**src/design/csr_bds_pkg.sv**
```systemverilog
// ----------------------------------------------------------------------------
// csr_bds_pkg
// shared types and constants of the block-diagonal splitter
// ----------------------------------------------------------------------------
package csr_bds_pkg;

  // default configuration of the splitter
  localparam int unsigned DefRowBufferDepth = 32;
  localparam int unsigned DefIndexBits      = 16;

  // fixed field widths
  localparam int unsigned ColW  = 16;
  localparam int unsigned ValW  = 64;
  localparam int unsigned RowW  = 16;
  localparam int unsigned DcntW = 6;
  localparam int unsigned RcntW = 16;
  localparam int unsigned BsW   = 16;
  localparam int unsigned KindW = 2;

  // buffered entry: column plus both value words
  localparam int unsigned EntryW = ColW + 2 * ValW;

  // input command codes
  localparam logic CMD_ENTRY   = 1'b0;
  localparam logic CMD_ROW_END = 1'b1;

  // result kinds
  localparam logic [KindW-1:0] KIND_DIAG    = 2'd0;
  localparam logic [KindW-1:0] KIND_REST    = 2'd1;
  localparam logic [KindW-1:0] KIND_SUMMARY = 2'd2;

  localparam logic [DcntW-1:0] DcntMax = '1;
  localparam logic [RcntW-1:0] RcntMax = '1;

  // controller to datapath
  typedef struct packed {
    logic accept;       // input transaction taken this cycle
    logic load_diag;    // put held diagonal element in output register
    logic rd_en;        // issue buffer read at read index
    logic load_entry;   // put buffer read data in output register
    logic load_summary; // put row summary in output register
    logic row_advance;  // close the row and move to the next
  } cmd_t;

  // datapath to controller
  typedef struct packed {
    logic out_free;     // output register can take a result this cycle
    logic diag_valid;   // a diagonal element is held for this row
    logic rd_more;      // buffered entries still to be read
  } status_t;

endpackage

```
**src/design/csr_bds_ctrl.sv**
```systemverilog
// ----------------------------------------------------------------------------
// csr_bds_ctrl
// sequencer: takes transactions and walks the row-end drain
// ----------------------------------------------------------------------------
module csr_bds_ctrl
  import csr_bds_pkg::*;
(
  input  logic    clk_i,
  input  logic    rst_ni,
  input  logic    in_valid_i,
  input  logic    command_i,
  output logic    in_stall_o,
  input  status_t status_i,
  output cmd_t    cmd_o
);

  typedef enum logic [2:0] {
    S_IDLE,
    S_DIAG,
    S_READ,
    S_DATA,
    S_SUM
  } state_e;

  state_e state_q, state_d;

  always_comb begin
    state_d    = state_q;
    cmd_o      = '0;
    in_stall_o = 1'b1;
    case (state_q)
      S_IDLE: begin
        in_stall_o   = !status_i.out_free;
        cmd_o.accept = in_valid_i && status_i.out_free;
        if (cmd_o.accept && (command_i == CMD_ROW_END)) begin
          state_d = S_DIAG;
        end
      end
      S_DIAG: begin
        if (!status_i.diag_valid) begin
          state_d = S_READ;
        end else if (status_i.out_free) begin
          cmd_o.load_diag = 1'b1;
          state_d         = S_READ;
        end
      end
      S_READ: begin
        if (status_i.rd_more) begin
          cmd_o.rd_en = 1'b1;
          state_d     = S_DATA;
        end else begin
          state_d = S_SUM;
        end
      end
      S_DATA: begin
        if (status_i.out_free) begin
          cmd_o.load_entry = 1'b1;
          state_d          = S_READ;
        end
      end
      S_SUM: begin
        if (status_i.out_free) begin
          cmd_o.load_summary = 1'b1;
          cmd_o.row_advance  = 1'b1;
          state_d            = S_IDLE;
        end
      end
      default: begin
        state_d = S_IDLE;
      end
    endcase
  end

  always_ff @(posedge clk_i or negedge rst_ni) begin
    if (!rst_ni) begin
      state_q <= S_IDLE;
    end else begin
      state_q <= state_d;
    end
  end

endmodule

```
**config.mk**
```make
export PLATFORM = sky130hd
export DESIGN_NAME = csr_bds_ctrl
export DESIGN_NICKNAME = d
export VERILOG_FILES = /design/src/design/csr_bds_pkg.sv /design/src/design/csr_bds_ctrl.sv
export SDC_FILE = /design/constraint.sdc
export NUM_CORES = 1
export LEC_CHECK = 0
export ABC_CLOCK_PERIOD_IN_PS = 1500
export BUFFER_PORTS_ARGS = -buffer_cell sky130_fd_sc_hd__buf_2
export CORE_AREA = 2 2 39 41
export CTS_CLUSTER_SIZE = 24
export DETAILED_ROUTE_END_ITERATION = 8
export DIE_AREA = 0 0 41 43
export PLACE_DENSITY = 0.47
export SYNTH_ARGS = -nofsm -noshare
export SYNTH_HDL_FRONTEND = slang
export SYNTH_SLANG_ARGS = --single-unit
```
**constraint.sdc**
```tcl
create_clock -name clk_i -period 1.5 [get_ports clk_i]
set_clock_uncertainty 0.1 [all_clocks]
set_input_delay 0.075 -clock clk_i [delete_from_list [all_inputs] [get_ports clk_i]]
set_output_delay 0.075 -clock clk_i [all_outputs]
set_load 0.005 [all_outputs]
```
## Word level (Yosys, flattened, before mapping)

Cells that the tools add are included.

- Equality and inequality tests: 6
- Muxes and demuxes: 16
- Reduce and logical (&&, ||, !) cells: 5

Operator list:

| kind | number |
|---|---|
| 3-bit two-way mux | 5 |
| 3-bit one-hot mux with 5 select lines | 1 |
| 1-bit two-way mux | 8 |
| 3-bit by 2-bit equality test with 1-bit output, second input constant | 2 |
| 2-bit two-way mux | 2 |
| 2-bit != test, second input constant | 2 |
| 3-bit by 1-bit equality test with 1-bit output, second input constant | 1 |
| 3-bit equality test, second input constant | 1 |
| 3-bit logical NOT | 1 |
| 1-bit logical AND | 2 |
| 2-bit AND reduction | 1 |
| 1-bit logical NOT | 1 |

- Flip-flop bits (word level): 3
- Input bits: 7
- Output and inout bits: 7
- Logic and storage cells: 28

## Longest topological paths before layout

Gate-level depths: netlist of the first run.

- Depth after elaboration: 4
- Depth in mapped cells: 4

## Worst setup path before layout of the first run

No wires, ideal clock.

- Path type: register to output
- From: register state_q[1]
- To: output cmd_o[1] (netlist name)
- Data arrival time: 990 ps
- Required time: 1325 ps
- Slack: 335 ps
- Cell stages (with the launch flop): 4
- Buffers on the path: 1
- Path through: dfrtp_1 > nand2b_4 > nor3b_1 > buf_4

RTL lines:

| item | line | RTL |
|---|---|---|
| start: declaration | csr_bds_ctrl.sv:25 | `state_e state_q, state_d;` |
| start signal: assignment | csr_bds_ctrl.sv:78 | `state_q <= state_d;` |
| end: declaration | csr_bds_ctrl.sv:14 | `output cmd_t cmd_o` |

==> results by group, run 1 <==
Floorplan
  • Die H: 43 µm
  • Ports: 14
  • Die ar.: 1760 µm²
  • Row cnt: 14
  • Die X-Extent: 41 µm
  • Core Region: 1380 µm²
  • Initial cell density of the core: 16.5%

Global route
  • Met1 Track Usage GR: 8.68%
  • Vias in the first global route: 247
  • Largest net degree at the start of global routing: 11
  • Met3 Use GR: 1.57%
  • Met2 usage: 10.0%
  • Global-route wire length before repair: 883 µm
  • Gr busiest metal: met2
  • Remaining Overflow, GRT: 0
  • Initial antenna violation count: 0
  • Total GRT Usage: 7.73%

Yosys
  • FF+latch count, synth: 3
  • Cell variety after synth: 16
  • Synthesized area per cell: 7.90 µm²
  • Syn nets: 36
  • Area leader, netlist: dfrtp_1
  • Synth Flop Type: dfrtp_1
  • Post-synth ARST share: 100%
  • YS warnings: 0
  • Syn Inst Count: 29
  • Mapped Area: 229 µm²
  • Yosys top cell area share: 32.8%
  • Top cells by area, synth: dfrtp_1, buf_4, nor2_1
  • Post-synth EDFFs: 0
  • Seq/Total Area, Yosys: 32.8%

STA
  • Count of final max-slew check failures: 0
  • RSZ-0062 raised after global routing: yes
  • Slew headroom: 84.5%
  • Peak Freq: 697 MHz
  • Setup_tns: 0 ns
  • Post-route minimum period: 1.43 ns
  • Final period utilization: 95.6%
  • Tightest Pin Transition: 0.232 ns
  • Count of final setup violators: 0
  • Final hold violation count: 0

Critical path
  • Worst path slowest cell: dfrtp_1
  • Crit path largest cell delay: 0.37 ns
  • CP endpoint kind: output port
  • Crit-path cells: nand2b_4 -> or3_4 -> nor2_2 -> buf_2
  • Reg2reg start: state_q[1]
  • Crit path kind: register to output port
  • Worst EP required: 1.32 ns
  • Critical R2R Capture: state_q[0]
  • Crit path launch type: register
  • Setup crit start: state_q[1]
  • Worst-case reg-to-reg path depth: 4
  • CP Max Fanout: 4
  • FF-to-FF setup slack: 0.39 ns
  • Crit path DAT: 1.26 ns
  • Critical path endpoint: cmd_o[5]

Layout
  • Area Growth Syn to Fin: 50.8%
  • Max reg flops: 3
  • Post-layout net count: 54
  • Antenna cells: 0
  • Top Registers: state_q (3)
  • Final Non-Filler Cells: 62
  • Leading cell type in the layout, fill and taps excluded: buf_2
  • Commonest non-fill, non-tap cells in the layout: buf_2, nor2_1, nand2_1, clkbuf_4
  • Most flops, register: state_q
  • Layout cells sized above 1: 47.8%

Clocking
  • CTS root buffer: clkbuf_4
  • Number of CTS-inserted buffers: 3
  • Clock Sink Count: 3
  • Register clock-pin slew on the reported worst setup and hold paths: 0.04 ns
  • H-Tree Depth: 1
  • Clock tree buffer depth: 2
  • Clk Latency, worst-skew pair: 0.23 ns
  • CTS tree: yes

Pwr
  • Net Switching: 0.000201 W
  • Peak supply drop: 0.426 mV
  • Seq pwr share: 31.2%
  • Internal: 0.000362 W
  • Switch share: 35.7%
  • Combinational share of power: 43.3%
  • Power density cells: 1630 nW/µm²
  • Pleak: 0.176 nW
  • Clock power frac: 25.5%

Drt
  • Vias per cell: 4.27
  • Via Count: 265
  • DRT antenna net count: 0
  • First drt pass iteration count: 4
  • DRC viols: 0
  • Routed wire length: 528 µm
  • 1st-iter DRT viols: 9
  • Wire length per cell: 8.52 µm

Run
  • Max_cap viols: 0

Status
  • Status: finished, final reports clean

Placement
  • GPL Wtd Cong: 0.698
  • IO Port Bufs: 13
  • Placed cells: 56

Worst hold path
  • Hold WC Path Type: primary input to async pin
synth_stat cells (2+ instances only):
cell	number
o21ai_1	2
o21ai_0	2
a21oi_1	2
nand2_1	3
inv_1	2
nor3b_1	2
nor2_1	4
dfrtp_1	3
buf_4	2
cells by family (layout without fill, tap and decap cells):
logic type             count (synthesis)  in the layout  synth area share [%]
AND/OR/NAND/NOR                       15             15                  40.4
buffers and inverters                  4             21                  9.84
AO/OA/AOI/OAI                          7              7                  16.9
flip-flops                             3              3                  32.8
area by class of cell:
type                       count  area [µm²]
clock buffer                   4        26.3
fill                         160        1040
tap                           16        20.0
sequential                     3        77.6
timing repair buffer          15        82.6
inverter                       2        7.51
multi-input combinational     22         131
critical path, delay by kind of cell, from the launching register on:
kind | cells | cell delay [ns]
flip-flops | 1 | 0.37
buffers and inverters | 1 | 0.11
AND/OR/NAND/NOR | 3 | 0.55
routing by layer:
layer  wire (µm)  share of wire, %
met1         189                36
met3          48               9.1
met4          11               2.1
met2         279                53
met5           0                 0
power by group through the flow:
stage                     sequential, W  combinational, W  clock [W]
final                          0.000176          0.000244   0.000144
after global routing           0.000188          0.000276   0.000163
after floorplan                0.000147          0.000193          0
after detailed placement       0.000184          0.000213          0
after global placement         0.000186          0.000217          0
after CTS                      0.000172          0.000248   0.000151
how the worst min path moves through the flow:
stage                start          to  slack [ns]  cells after the start
global placement    rst_ni  state_q[0]       -0.23                      1
floorplan           rst_ni  state_q[0]       -0.32                      0
detailed placement  rst_ni  state_q[2]       -0.23                      1
CTS                 rst_ni  state_q[1]        0.06                      2
finish              rst_ni  state_q[1]        0.06                      2
global route        rst_ni  state_q[0]        0.08                      2
metrics by stage:
step	hold slack [ns]	power, W	area, µm²	util, %	setup WS (ns)
after floorplan	-0.321	0.000341	229	-	0.335
after global placement	-0.225	0.000404	299	21.6	0.260
after detailed placement	-0.225	0.000397	299	21.6	0.244
after CTS	0.0566	0.000571	343	24.8	0.0224
after global routing	0.0790	0.000627	345	25.0	-0.0166
final	0.0610	0.000564	345	25.0	0.0656
timing repair:
action | 4_1_cts | 5_1_grt
hold endpoints to repair | 3 | 0
hold buffers | 1 | 0
resized for setup | 0 | 2
setup endpoints to repair | 1 | 1
buffers inserted | 1 | 0
Power figures use the tool's default switching activity.
==> run 2, diff against run 1 <==
==> constraint.sdc (replaced) <==
create_clock -name clk_i -period 1.5 [get_ports clk_i]
set_clock_uncertainty 0.1 [all_clocks]
set_input_delay 0.3 -clock clk_i [delete_from_list [all_inputs] [get_ports clk_i]]
set_output_delay 0.3 -clock clk_i [all_outputs]
set_load 0.005 [all_outputs]
==> run 2 against run 1 <==
  * Setup slack worse by 0.22 ns
  * Wire length up 31%
  * Critical path type unchanged
  * Sequential cell count unchanged
  * The run now ends with negative setup slack left
  * Highest routed layer unchanged
  * Register-to-register slack worse by 0.09 ns
  * Clock-buffer cell count unchanged
  * Die area unchanged
  * Utilization up 6.6 points
  * Sequential power down 13%
  * Power up 36%
  * First-iteration DRC count up 11%
  * Combinational power up 89%
==> results by group, run 2 (same netlist as run 1, synthesis figures left out) <==
Status
  • Failing checks: negative setup slack
  • Status: finished with violations

Layout
  • Area Growth Syn to Fin: 90.7%
  • Commonest non-fill, non-tap cells in the layout: buf_2, buf_4, nor2_1
  • Top Registers: state_q (3)
  • Most flops, register: state_q
  • Layout cells sized above 1: 60.4%
  • Post-layout net count: 61
  • Layout Utilization: 31.6%
  • Max reg flops: 3
  • Leading cell type in the layout, fill and taps excluded: buf_2
  • Antenna cells: 0

Global route
  • Total GRT Usage: 8.66%
  • Largest net degree at the start of global routing: 8
  • Vias in the first global route: 246
  • Global-route wire length before repair: 966 µm
  • Remaining Overflow, GRT: 0
  • Initial antenna violation count: 0

Placement
  • IO Port Bufs: 13
  • GPL Wtd Cong: 0.692

Worst hold path
  • Hold WC Path Type: primary input to async pin

Clocking
  • Register clock-pin slew on the reported worst setup and hold paths: 0.04 ns
  • H-Tree Depth: 1
  • CTS root buffer: clkbuf_4
  • Clk Latency, worst-skew pair: 0.24 ns
  • Number of CTS-inserted buffers: 3
  • Clock tree buffer depth: 2
  • CTS tree: yes
  • Clock Sink Count: 3

STA
  • Count of final max-slew check failures: 0
  • Final period utilization: 110%
  • RSZ-0062 raised after global routing: yes
  • Tightest Pin Transition: 0.147 ns
  • Slew headroom: 90.1%
  • Final worst slack: -0.150 ns
  • Peak Freq: 606 MHz
  • Count of final setup violators: 7
  • Final hold violation count: 0
  • Post-route minimum period: 1.65 ns

Run
  • Max_cap viols: 0

Floorplan
  • Die X-Extent: 41 µm
  • Row cnt: 14
  • Ports: 14
  • Die ar.: 1760 µm²
  • Initial cell density of the core: 16.5%
  • Die H: 43 µm
  • Core Region: 1380 µm²

Critical path
  • Crit path launch type: register
  • Critical path's top delay family: simple AND/OR/NAND/NOR gates
  • Worst path slowest cell: dfrtp_1
  • Critical R2R Capture: state_q[2]
  • Crit path kind: register to output port
  • Crit path buffers/inverters: 1
  • CP endpoint kind: output port
  • CP Max Fanout: 2
  • Crit path largest cell delay: 0.37 ns
  • Crit-path cells: nand2b_4 -> or3_4 -> nor2_2 -> buf_2
  • Reg2reg start: state_q[2]
  • Worst EP required: 1.10 ns
  • FF-to-FF setup slack: 0.30 ns
  • Worst-case reg-to-reg path depth: 5
  • Crit path DAT: 1.25 ns

Drt
  • DRT antenna net count: 0
  • Via Count: 285
  • DRC viols: 0
  • Vias per cell: 4.13
  • Routed wire length: 690 µm
  • Wire length per cell: 10.0 µm
  • First drt pass iteration count: 4
  • 1st-iter DRT viols: 10

Pwr
  • Pleak: 0.225 nW
  • Power density cells: 1750 nW/µm²
  • Total power: 0.000766 W
  • Peak supply drop: 0.534 mV
==> run 2: final cells by class <==
type	instances	area, µm²
Fill cell	161	947
Multi-Input combinational cell	22	160
Timing Repair Buffer	22	146
Sequential cell	3	76.3
Clock buffer	4	26.3
Tap cell	16	20.0
Inverter	2	7.51
==> run 2: worst max-delay path by stage <==
stage / from / end / slack [ns] / depth (start not counted)
6_report: state_q[1] / cmd_o[5] / -0.15 / 4
5_1_grt: state_q[1] / cmd_o[5] / -0.22 / 4
4_1_cts: state_q[2] / cmd_o[5] / -0.16 / 3
3_5_place_dp: status_i[2] / cmd_o[5] / 0.07 / 5
3_3_place_gp: status_i[2] / cmd_o[5] / 0.08 / 5
2_1_floorplan: state_q[1] / cmd_o[1] / 0.11 / 3
==> run 2: report_power, final <==
group	total, W	switching (W)	internal (W)
sequential	0.000153	0.0000330	0.000120
clock	0.000150	0.0000501	0.000100
combinational	0.000462	0.000186	0.000276
==> run 2: metrics by stage <==
stage	setup slack, ns	instances	hold WS (ns)	area (µm²)	setup TNS, ns
global route	-0.224	69	0.305	437	-1.10
CTS	-0.159	65	0.289	388	-0.597
finish	-0.150	69	0.282	437	-0.661
global placement	0.0775	59	-0.00169	322	0
detailed placement	0.0743	59	0.000302	322	0
floorplan	0.110	29	-0.0956	229	0
==> run 2: worst register-to-register path, stage by stage (launching register included) <==
cell       delay, ns
dfrtp_2         0.43
buf_6           0.13
nand2b_4        0.14
buf_4           0.13
a2bb2oi_1       0.12
nor2_1          0.09
==> run 2: repair_timing <==
item,in CTS,in global routing
cloned,0,0
hold buffers,1,0
endpoints found under the setup margin,6,6
endpoints found under the hold margin,3,0
setup buffers,2,4
resized for setup,5,4
pin swaps,2,3
==> run 2: layer usage <==
| metal | part of all wire, % | global-route usage, % | wire length (µm) | vias up |
|---|---|---|---|---|
| li1 | - | - | - | 144 |
| met1 | 41 | 10.4 | 284 | 128 |
| met2 | 51 | 10.3 | 349 | 11 |
| met3 | 7.0 | 4.71 | 48 | 2 |
| met4 | 1.2 | 8.00 | 8 | 0 |
| met5 | 0 | 0 | 0 | - |
