[src/design/csr_bds_pkg.sv]
// ----------------------------------------------------------------------------
// csr_bds_pkg
// shared types and constants of the block-diagonal splitter
// ----------------------------------------------------------------------------
package csr_bds_pkg;

  // default configuration of the splitter
  localparam int unsigned DefRowBufferDepth = 32;
  localparam int unsigned DefIndexBits      = 16;

  // fixed field widths
  localparam int unsigned ColW  = 16;
  localparam int unsigned ValW  = 64;
  localparam int unsigned RowW  = 16;
  localparam int unsigned DcntW = 6;
  localparam int unsigned RcntW = 16;
  localparam int unsigned BsW   = 16;
  localparam int unsigned KindW = 2;

  // buffered entry: column plus both value words
  localparam int unsigned EntryW = ColW + 2 * ValW;

  // input command codes
  localparam logic CMD_ENTRY   = 1'b0;
  localparam logic CMD_ROW_END = 1'b1;

  // result kinds
  localparam logic [KindW-1:0] KIND_DIAG    = 2'd0;
  localparam logic [KindW-1:0] KIND_REST    = 2'd1;
  localparam logic [KindW-1:0] KIND_SUMMARY = 2'd2;

  localparam logic [DcntW-1:0] DcntMax = '1;
  localparam logic [RcntW-1:0] RcntMax = '1;

  // controller to datapath
  typedef struct packed {
    logic accept;       // input transaction taken this cycle
    logic load_diag;    // put held diagonal element in output register
    logic rd_en;        // issue buffer read at read index
    logic load_entry;   // put buffer read data in output register
    logic load_summary; // put row summary in output register
    logic row_advance;  // close the row and move to the next
  } cmd_t;

  // datapath to controller
  typedef struct packed {
    logic out_free;     // output register can take a result this cycle
    logic diag_valid;   // a diagonal element is held for this row
    logic rd_more;      // buffered entries still to be read
  } status_t;

endpackage

[src/design/csr_bds_ram.sv]
// ----------------------------------------------------------------------------
// csr_bds_ram
// generic single-write, single-read ram with registered read data
// ----------------------------------------------------------------------------
module csr_bds_ram #(
  parameter int unsigned WIDTH = 8,
  parameter int unsigned DEPTH = 2,
  localparam int unsigned AW = (DEPTH > 1) ? $clog2(DEPTH) : 1
) (
  input  logic             clk_i,
  input  logic             we_i,
  input  logic [AW-1:0]    waddr_i,
  input  logic [WIDTH-1:0] wdata_i,
  input  logic             re_i,
  input  logic [AW-1:0]    raddr_i,
  output logic [WIDTH-1:0] rdata_o
);

  logic [WIDTH-1:0] mem_q [DEPTH];
  logic [WIDTH-1:0] rdata_q;

  always_ff @(posedge clk_i) begin
    if (we_i) begin
      mem_q[waddr_i] <= wdata_i;
    end
    if (re_i) begin
      rdata_q <= mem_q[raddr_i];
    end
  end

  assign rdata_o = rdata_q;

endmodule

[src/design/csr_bds_datapath.sv]
// ----------------------------------------------------------------------------
// csr_bds_datapath
// row state, entry classification, row buffer and output register
// ----------------------------------------------------------------------------
module csr_bds_datapath
  import csr_bds_pkg::*;
#(
  parameter int unsigned ROW_BUFFER_DEPTH = DefRowBufferDepth,
  parameter int unsigned INDEX_BITS       = DefIndexBits
) (
  input  logic             clk_i,
  input  logic             rst_ni,
  input  logic             cfg_we_i,
  input  logic [BsW-1:0]   cfg_wdata_i,
  input  logic             command_i,
  input  logic [ColW-1:0]  column_i,
  input  logic [ValW-1:0]  value_real_i,
  input  logic [ValW-1:0]  value_imag_i,
  input  cmd_t             cmd_i,
  output status_t          status_o,
  input  logic             out_stall_i,
  output logic             out_valid_o,
  output logic [KindW-1:0] kind_o,
  output logic [ColW-1:0]  out_column_o,
  output logic [ValW-1:0]  out_real_o,
  output logic [ValW-1:0]  out_imag_o,
  output logic [RowW-1:0]  out_row_o,
  output logic [DcntW-1:0] diag_count_o,
  output logic [RcntW-1:0] rest_count_o,
  output logic             overflow_o,
  output logic             last_o
);

  localparam int unsigned AW   = (ROW_BUFFER_DEPTH > 1) ? $clog2(ROW_BUFFER_DEPTH) : 1;
  localparam int unsigned CNTW = $clog2(ROW_BUFFER_DEPTH + 1);
  // compare width wide enough for row, column and block end
  localparam int unsigned CW   = ((INDEX_BITS > BsW) ? INDEX_BITS : BsW) + 1;

  // configuration and row state
  logic [BsW-1:0]        block_size_q;
  logic [INDEX_BITS-1:0] current_row_q, block_start_q;
  logic [CNTW-1:0]       pending_count_q, rd_idx_q;
  logic                  diag_valid_q, overflow_seen_q;
  logic [ValW-1:0]       diag_real_q, diag_imag_q;
  logic [RcntW-1:0]      rest_row_count_q;

  // output register
  logic                  out_valid_q;
  logic [KindW-1:0]      kind_q;
  logic [ColW-1:0]       out_column_q;
  logic [ValW-1:0]       out_real_q, out_imag_q;
  logic [RowW-1:0]       out_row_q;
  logic [DcntW-1:0]      diag_count_q;
  logic [RcntW-1:0]      rest_count_q;
  logic                  overflow_q, last_q;

  logic [BsW-1:0]        bs_eff;
  logic [CW-1:0]         col_x, start_x, bs_x, row_x, next_x;
  logic                  in_block, is_entry, take_rest, take_diag, buf_full;
  logic                  buf_write;
  logic [INDEX_BITS-1:0] next_row, block_start_d;
  logic [6:0]            dsum;
  logic [DcntW-1:0]      dcnt;
  logic [EntryW-1:0]     rdata;
  logic                  out_free, any_load;

  assign bs_eff   = (block_size_q == '0) ? BsW'(1) : block_size_q;
  assign col_x    = CW'(column_i);
  assign start_x  = CW'(block_start_q);
  assign bs_x     = CW'(bs_eff);
  assign row_x    = CW'(current_row_q);
  assign in_block = (col_x >= start_x) && (col_x < start_x + bs_x);

  assign is_entry  = cmd_i.accept && (command_i == CMD_ENTRY);
  assign take_rest = is_entry && !in_block;
  assign take_diag = is_entry && in_block && (col_x == row_x) && !diag_valid_q;
  assign buf_full  = (pending_count_q == CNTW'(ROW_BUFFER_DEPTH));
  assign buf_write = is_entry && in_block && !take_diag && !buf_full;

  // next row and its block start
  assign next_row = current_row_q + INDEX_BITS'(1);
  assign next_x   = CW'(next_row);
  always_comb begin
    block_start_d = block_start_q;
    if (next_row == '0) begin
      block_start_d = '0;
    end else if ((next_x >= start_x) && ((next_x - start_x) >= bs_x)) begin
      block_start_d = next_row;
    end else if (next_x < start_x) begin
      block_start_d = next_row;
    end
  end

  // saturating diagonal count
  assign dsum = 7'(pending_count_q) + 7'(diag_valid_q);
  assign dcnt = (dsum > 7'(DcntMax)) ? DcntMax : dsum[DcntW-1:0];

  csr_bds_ram #(
    .WIDTH (EntryW),
    .DEPTH (ROW_BUFFER_DEPTH)
  ) u_buf (
    .clk_i   (clk_i),
    .we_i    (buf_write),
    .waddr_i (pending_count_q[AW-1:0]),
    .wdata_i ({column_i, value_real_i, value_imag_i}),
    .re_i    (cmd_i.rd_en),
    .raddr_i (rd_idx_q[AW-1:0]),
    .rdata_o (rdata)
  );

  assign out_free = !out_valid_q || !out_stall_i;
  assign any_load = take_rest || cmd_i.load_diag || cmd_i.load_entry || cmd_i.load_summary;

  assign status_o.out_free   = out_free;
  assign status_o.diag_valid = diag_valid_q;
  assign status_o.rd_more    = (rd_idx_q < pending_count_q);

  // control state
  always_ff @(posedge clk_i or negedge rst_ni) begin
    if (!rst_ni) begin
      block_size_q     <= BsW'(1);
      current_row_q    <= '0;
      block_start_q    <= '0;
      pending_count_q  <= '0;
      rd_idx_q         <= '0;
      diag_valid_q     <= 1'b0;
      diag_real_q      <= '0;
      diag_imag_q      <= '0;
      rest_row_count_q <= '0;
      overflow_seen_q  <= 1'b0;
      out_valid_q      <= 1'b0;
    end else begin
      if (cfg_we_i) begin
        block_size_q <= cfg_wdata_i;
      end
      if (take_rest && (rest_row_count_q != RcntMax)) begin
        rest_row_count_q <= rest_row_count_q + RcntW'(1);
      end
      if (take_diag) begin
        diag_valid_q <= 1'b1;
        diag_real_q  <= value_real_i;
        diag_imag_q  <= value_imag_i;
      end
      if (buf_write) begin
        pending_count_q <= pending_count_q + CNTW'(1);
      end
      if (is_entry && in_block && !take_diag && buf_full) begin
        overflow_seen_q <= 1'b1;
      end
      if (cmd_i.load_entry) begin
        rd_idx_q <= rd_idx_q + CNTW'(1);
      end
      if (cmd_i.row_advance) begin
        current_row_q    <= next_row;
        block_start_q    <= block_start_d;
        pending_count_q  <= '0;
        rd_idx_q         <= '0;
        diag_valid_q     <= 1'b0;
        rest_row_count_q <= '0;
        overflow_seen_q  <= 1'b0;
      end
      if (any_load) begin
        out_valid_q <= 1'b1;
      end else if (!out_stall_i) begin
        out_valid_q <= 1'b0;
      end
    end
  end

  // output payload
  always_ff @(posedge clk_i) begin
    if (any_load) begin
      out_row_q    <= RowW'(current_row_q);
      out_column_q <= '0;
      out_real_q   <= '0;
      out_imag_q   <= '0;
      diag_count_q <= '0;
      rest_count_q <= '0;
      overflow_q   <= 1'b0;
      last_q       <= 1'b0;
      kind_q       <= KIND_DIAG;
      if (take_rest) begin
        kind_q       <= KIND_REST;
        out_column_q <= column_i;
        out_real_q   <= value_real_i;
        out_imag_q   <= value_imag_i;
        last_q       <= 1'b1;
      end else if (cmd_i.load_diag) begin
        out_column_q <= ColW'(current_row_q);
        out_real_q   <= diag_real_q;
        out_imag_q   <= diag_imag_q;
      end else if (cmd_i.load_entry) begin
        {out_column_q, out_real_q, out_imag_q} <= rdata;
      end else begin
        kind_q       <= KIND_SUMMARY;
        diag_count_q <= dcnt;
        rest_count_q <= rest_row_count_q;
        overflow_q   <= overflow_seen_q;
        last_q       <= 1'b1;
      end
    end
  end

  assign out_valid_o  = out_valid_q;
  assign kind_o       = kind_q;
  assign out_column_o = out_column_q;
  assign out_real_o   = out_real_q;
  assign out_imag_o   = out_imag_q;
  assign out_row_o    = out_row_q;
  assign diag_count_o = diag_count_q;
  assign rest_count_o = rest_count_q;
  assign overflow_o   = overflow_q;
  assign last_o       = last_q;

  // buffer fill never passes its depth
  a_fill_bound: assert property (@(posedge clk_i) disable iff (!rst_ni)
    pending_count_q <= CNTW'(ROW_BUFFER_DEPTH))
    else $error("row buffer fill count beyond depth");

  // drain read index stays within the filled part
  a_rd_bound: assert property (@(posedge clk_i) disable iff (!rst_ni)
    rd_idx_q <= pending_count_q)
    else $error("drain index beyond buffer fill");

  // a waiting result is never overwritten
  a_no_overwrite: assert property (@(posedge clk_i) disable iff (!rst_ni)
    (out_valid_q && out_stall_i) |-> !any_load)
    else $error("output register loaded while stalled");

  // closing a row leaves an empty buffer and no held diagonal
  a_row_clear: assert property (@(posedge clk_i) disable iff (!rst_ni)
    cmd_i.row_advance |=> (pending_count_q == '0) && !diag_valid_q)
    else $error("row state not cleared at row end");

endmodule

[config.mk]
export PLATFORM = sky130hd
export DESIGN_NAME = csr_bds_datapath
export DESIGN_NICKNAME = d
export VERILOG_FILES = /design/src/design/csr_bds_pkg.sv /design/src/design/csr_bds_ram.sv /design/src/design/csr_bds_datapath.sv
export SDC_FILE = /design/constraint.sdc
export NUM_CORES = 2
export LEC_CHECK = 0
export BUFFER_PORTS_ARGS = -buffer_cell sky130_fd_sc_hd__buf_2
export CAP_MARGIN = 5
export CORE_MARGIN = 3
export CORE_UTILIZATION = 59
export DETAILED_ROUTE_END_ITERATION = 10
export GPL_ROUTABILITY_DRIVEN = 1
export PLACE_DENSITY = 0.76
export SETUP_SLACK_MARGIN = 0.3
export SLEW_MARGIN = 20
export SYNTH_ARGS = -nofsm -noshare
export SYNTH_HDL_FRONTEND = slang
export SYNTH_HIERARCHICAL = 1
export SYNTH_MEMORY_MAX_BITS = 65536
export SYNTH_SLANG_ARGS = --single-unit
[constraint.sdc]
create_clock -name clk_i -period 15.97 [get_ports clk_i]
set_input_delay 2.3955 -clock clk_i [delete_from_list [all_inputs] [get_ports clk_i]]
set_output_delay 2.3955 -clock clk_i [all_outputs]
set_load 0.05 [all_outputs]
After elaboration in Yosys (flattened, before gate mapping) --
Memory sizes are Yosys's and may differ from the RTL's. A register that Yosys moved wholly into a read port is not among the register bits. Cells that the tools add are included.
Storage, ports and cells: input bits 171, memory bits (read-only) 0, bits in writable memories 4608, latch bits 0, memories kept 1, register bits after elaboration 393, logic and storage cells 105, output and inout bits 190
Operators by class: bitwise operators 1, mux-type cells 32, shift operators 0, equal/unequal tests 4, add/subtract/negate cells 7, order comparisons 7, div/mod/pow operators 0, $mul 0, reductions and logical operators 32
Memories:
- u_buf.mem_q | depth 32, width 144, rd ports 1, clocked after Yosys merged registers in 1, write ports 1, line csr_bds_ram.sv:19 | logic [WIDTH-1:0] mem_q [DEPTH];
Operator list (count):
- $mux W64 | 6
- $mux W16 | 9
- $add A16 B1 Y16 const B | 2
- $ge A16 B16 Y1 | 2
- $logic_not A16 Y1 | 2
- $mux W6 | 5
- $add A16 B16 Y17 | 1
- $ge A17 B16 Y1 | 1
- $lt A16 B17 Y1 | 1
- $sub A16 B16 Y17 | 1
- $eq A16 B16 Y1 | 1
- $lt A16 B16 Y1 | 1
- $ne A16 B16 Y1 const B | 1
- $add A6 B1 Y6 const B | 2
- $logic_and A1 B1 Y1 | 11
- $mux W1 | 11
- $reduce_bool A2 Y1 | 5
- $add A6 B1 Y7 | 1
- $gt A7 B6 Y1 const B | 1
- $eq A6 B6 Y1 const B | 1
- $logic_not A1 Y1 | 6
- $lt A6 B6 Y1 | 1
- $logic_or A1 B1 Y1 | 4
- $reduce_bool A3 Y1 | 1
- 6 further kinds | 6

Logic depth before layout (Yosys ltp) --
depth after elaboration 13, mapped depth 24, mapped depth without buffers 22

Cells and area by module --
Netlist, hierarchy kept.
By module, submodules not included:
- csr_bds_ram | cells each 7236, sequential area each 142696.9 sq um, instances 1, area each 175976.3 sq um
- csr_bds_datapath | cells each 1782, sequential area each 10766.6 sq um, instances 1, area each 20558.5 sq um

Worst setup path before layout --
No wires, ideal clock.
kind in2reg, from in column_i[14], to mem u_buf/mem_q[28][0] in the netlist's numbering (enable), path slack 4.373 ns, required time 15.320 ns, buffers on the path 1, cell stages on the path 11, arrival time 10.947 ns, library setup time 0.650 ns, path through ha_1 a21o_1 a221o_1 a31oi_1 o22ai_1 a21oi_1 o211ai_2 nor3b_1 or3b_2 clkbuf_1 nor2_1
Between the ends: word-level cells in the longest chain between the ends 10, elaborated cells on any way between the ends 12, those cells by class order compare (2); eq/ne (1); mux (2); reduce/logical (7)
Ends and longest elaborated chain:
- start, declared | line csr_bds_datapath.sv:16 | input logic [ColW-1:0] column_i,
- $lt A16 B17 Y1 or $ge A16 B16 Y1 (tied branches) | line csr_bds_datapath.sv:72 | assign in_block = (col_x >= start_x) && (col_x < start_x + bs_x);
- $logic_and A1 B1 Y1 | line csr_bds_datapath.sv:72
- $logic_and A1 B1 Y1 | line csr_bds_datapath.sv:76, csr_bds_datapath.sv:78
- $logic_and A1 B1 Y1 (2 in series) | line csr_bds_datapath.sv:76 | assign take_diag = is_entry && in_block && (col_x == row_x) && !diag_valid_q;
- $logic_not A1 Y1 | line csr_bds_datapath.sv:78 | assign buf_write = is_entry && in_block && !take_diag && !buf_full;
- $logic_and A1 B1 Y1 (*) (2 in series) | line csr_bds_datapath.sv:78
- via buf_write | line csr_bds_datapath.sv:60 | logic buf_write;
- $mux W1 (*) | line csr_bds_ram.sv:23 | if (we_i) begin
- $mux W1 (not written as such) (*) | line csr_bds_ram.sv:24 | mem_q[waddr_i] <= wdata_i;
- end, declared | line csr_bds_ram.sv:19
Mark *: on every way through the listed nets, which the timed path passes. The rest lies on a longest branch.

Final worst setup path --
from reg block_size_q[8], to mem u_buf/mem_q[2][27] in the netlist's numbering (enable)
Between the ends: word-level cells in the longest chain between the ends 13
Ends and longest elaborated chain:
- start, declared | line csr_bds_datapath.sv:40 | logic [BsW-1:0] block_size_q;
- start signal, assigned | line csr_bds_datapath.sv:121 | block_size_q <= BsW'(1);
- start signal, assigned | line csr_bds_datapath.sv:134 | block_size_q <= cfg_wdata_i;
- $logic_not A16 Y1 | line csr_bds_datapath.sv:67 | assign bs_eff = (block_size_q == '0) ? BsW'(1) : block_size_q;
- $mux W16 (*) | line csr_bds_datapath.sv:67
- $add A16 B16 Y17 (*) | line csr_bds_datapath.sv:72
- $lt A16 B17 Y1 (*) | line csr_bds_datapath.sv:72
- $logic_and A1 B1 Y1 (*) | line csr_bds_datapath.sv:72
- $logic_and A1 B1 Y1 (*) | line csr_bds_datapath.sv:76, csr_bds_datapath.sv:78
- $logic_and A1 B1 Y1 (2 in series) | line csr_bds_datapath.sv:76
- $logic_not A1 Y1 | line csr_bds_datapath.sv:78
- $logic_and A1 B1 Y1 (*) (2 in series) | line csr_bds_datapath.sv:78
- via buf_write | line csr_bds_datapath.sv:60
- $mux W1 (*) | line csr_bds_ram.sv:23
- $mux W1 (not written as such) (*) | line csr_bds_ram.sv:24
Marked as above.

==> results.sh <==
export IMPL_cts_setup_buffers=0
export IMPL_async_flop_share=0.0402
export IMPL_postCtsHoldBufs=0
export IMPL_worstSetupPathType="reg2reg"
export IMPL_post_route_period_util=0.629
export IMPL_portBuffers=360
export IMPL_peakVddDrop_mv=0.119
export IMPL_hpwl_mm=294
export IMPL_p_per_area_mw_per_mm2=131
export IMPL_syn_to_final_growth_pct=11.3
export IMPL_synth_edf_count=4938
export IMPL_synth_net_count=9282
export IMPL_fp_dieW_um=583
export IMPL_critPathArrivalTime_ns=10.66
export IMPL_ys_seq_area_frac=0.781
export IMPL_crit_path_start="block_size_q[8]"
export IMPL_hold_viol=0
export IMPL_dp_cells=13400
export IMPL_antenna_left=0
export IMPL_core_area_mm2=0.331
export IMPL_htree_levels=5
export IMPL_die_area_mm2=0.340
export IMPL_cts_resized=0
export IMPL_wl_mm=545
export IMPL_instances_no_fill=14300
export IMPL_yosys_area_top_type="edfxtp_1"
export IMPL_synth_seq_cells=5145
export IMPL_critical_path_startpoint_type="flop"
export IMPL_cp_max_fo=46
export IMPL_timing_rr_start="block_size_q[8]"
export IMPL_grt_pass1_vias=102000
export IMPL_grt_pass1_wl_mm=775
export IMPL_min_from="diag_real_q[55]"
export IMPL_syn_area_mm2=0.197
export IMPL_r2r_slack_ns=5.93
export IMPL_timing_critical_path_to="u_buf/mem_q[2][27]"
export IMPL_status="completed"
export IMPL_grt_overflow_total=0
export IMPL_worst_pin_slew_ns=1.34
export IMPL_nFillCells=20000
export IMPL_synth_top_area_frac=0.754
export IMPL_crit_path_end_kind="flop"
export IMPL_gp_congestion=0.894
export IMPL_power_total_mw=28.7
export IMPL_critical_path_required_ns=16.59
export IMPL_antenna_found_initial=51
export IMPL_drive_gt1_frac=0.252
export IMPL_via_per_inst=7.14
export IMPL_cts_buffers=474
export IMPL_p_leak_nw=69.1
export IMPL_postPlaceCellArea_mm2=0.203
export IMPL_utilization=0.661
export IMPL_first_pass_iters=7
export IMPL_ys_flop_type="edfxtp_1"
export IMPL_fin_worst_skew_ns=0.0766
export IMPL_period_needed_ns=10.04
export IMPL_syn_area_per_cell_um2=21.8
export IMPL_clk_latency_ns=1.03
export IMPL_synthCells=9018
export IMPL_path_clk_slew_ns=0.06
export IMPL_vias=102000
export IMPL_mostFrequentLayoutCell="edfxtp_1"
export IMPL_ys_warn_count=6
export IMPL_postLayoutCellArea_mm2=0.219
export IMPL_rsz0062_at_grt="false"
export IMPL_tns_ns=0
export IMPL_cap_violations=0
export IMPL_relSlewSlack=0.109
export IMPL_die_h_um=583
export IMPL_hold_worst_slack_ns=0.492
export IMPL_rows=211
export IMPL_final_nets=9789
export IMPL_yosys_cell_types_count=76
export IMPL_pin_count=361
export IMPL_cts_root_buf="clkbuf_16"
export IMPL_setup_ws_ns=5.93
export IMPL_yosys_top_cells_area="edfxtp_1 (75%), mux4_2 (12%), dfrtp_1 (2.6%)"
export IMPL_max_freq_ghz=0.0996
export IMPL_detail_route_wl_per_cell_um=38.1
export IMPL_first_iter_violations=16200
export IMPL_r2r_end="u_buf/mem_q[2][27]"
export IMPL_grt_use_total=0.322
export IMPL_start_util=0.594
export IMPL_cts_sinks=5145
export IMPL_drc=0
export IMPL_r2r_worst_path_cells=24
export IMPL_clockBufferDepth=4
export IMPL_grt_max_degree=173
export IMPL_layout_common_cells="edfxtp_1 (4938), mux4_2 (1076), o22ai_1 (501), clkbuf_16 (479), buf_2 (357)"
export IMPL_setup_violations=0
export IMPL_min_path_type="reg2reg"
export IMPL_drv_slew=0
export IMPL_tritoncts="built"
export IMPL_pre_cts_ws_ns=6.03
==> state kept, by name, summed over array words and instances (netlist names), 6 cells and up <==
signal and count:
rest_row_count_q 16, block_start_q 16, out_real_o 64, out_row_o 16
diag_imag_q 64, u_buf/rdata_o 144, current_row_q 16, pending_count_q 6
rest_count_o 16, diag_real_q 64, u_buf/mem_q 4608, out_imag_o 64
out_column_o 16, diag_count_o 6, rd_idx_q 6, block_size_q 16
==> power by group <==
group	leakage, nW	switching [mW]	total [mW]	internal [mW]
sequential	47.7	0.120	15.1	15.0
clock	7.47	4.97	11.3	6.28
combinational	13.9	1.54	2.37	0.823
==> cell usage after synthesis (28+ instances only) <==
cell	count
nand4_1	42
buf_6	31
nand2_1	69
dfrtp_1	206
nand3_1	65
xor2_1	32
clkbuf_1	172
buf_4	93
o22ai_1	502
nor4_1	134
xnor2_1	45
mux4_2	1076
mux2i_1	158
o21ai_0	53
a21oi_1	198
ha_1	91
inv_1	52
mux2_4	109
and3_1	28
buf_1	45
buf_2	182
edfxtp_1	4938
nor2_1	237
a22oi_1	257
==> final cells by class <==
class                   count  area [µm²]  area share
flip-flops and latches   5145      153000       0.702
repair buffers            555        3740      0.0171
clock buffers             597       12600      0.0576
well taps                4366        5460      0.0250
clock inverters           275        2730      0.0125
diodes                     21        52.6    0.000240
multi-input cells        3296       40400       0.185
inverters                  53         199    0.000910
==> critical path: stages (launching register included) <==
cell	delay (ns)
dfrtp_1	0.39
nor4_1	0.60
a41o_1	0.31
ha_1	0.19
inv_1	0.06
fa_1	0.40
nor2b_1	0.17
o31a_1	0.24
o21ai_2	0.13
o21ai_2	0.25
nand3_1	0.10
nand2_1	0.09
xnor2_1	0.13
ha_1	0.27
and3_1	0.21
a221o_1	0.32
a31oi_1	0.16
o22ai_1	0.09
a21oi_1	0.26
o211ai_2	0.25
nor3b_1	0.99
nand3b_1	1.06
nor2_4	1.16
buf_4	1.03
buf_4	0.66
==> worst min-delay path by stage <==
stage                      end  slack (ns)  depth (start not counted)
6_report       diag_real_q[55]        0.49                          1
3_3_place_gp   diag_real_q[44]        0.47                          1
2_1_floorplan    out_row_o[10]        0.42                          0
3_5_place_dp   diag_real_q[53]        0.48                          1
4_1_cts        diag_real_q[55]        0.50                          1
5_1_grt        diag_real_q[52]        0.51                          1
==> logic make-up (layout without fill, tap and decap cells) <==
kind of cell | count (synthesis) | after routing | synth area share
flip-flops | 5145 | 5145 | 0.781
multiplexers | 1382 | 1382 | 0.142
AO/OA/AOI/OAI | 1081 | 1081 | 0.0352
AND/OR/NAND/NOR | 663 | 663 | 0.0174
buffers and inverters | 577 | 1480 | 0.0152
adder cells (fa/ha/maj) | 93 | 93 | 0.00600
XOR/XNOR | 77 | 77 | 0.00343
other | 0 | 21 | 0
==> routing by layer <==
metal | track usage | part of all wire
met5 | 0.00326 | 0.00062
met4 | 0.119 | 0.043
met3 | 0.0837 | 0.14
met2 | 0.497 | 0.47
met1 | 0.449 | 0.35
Note: power is estimated with default switching activity, not from simulation.
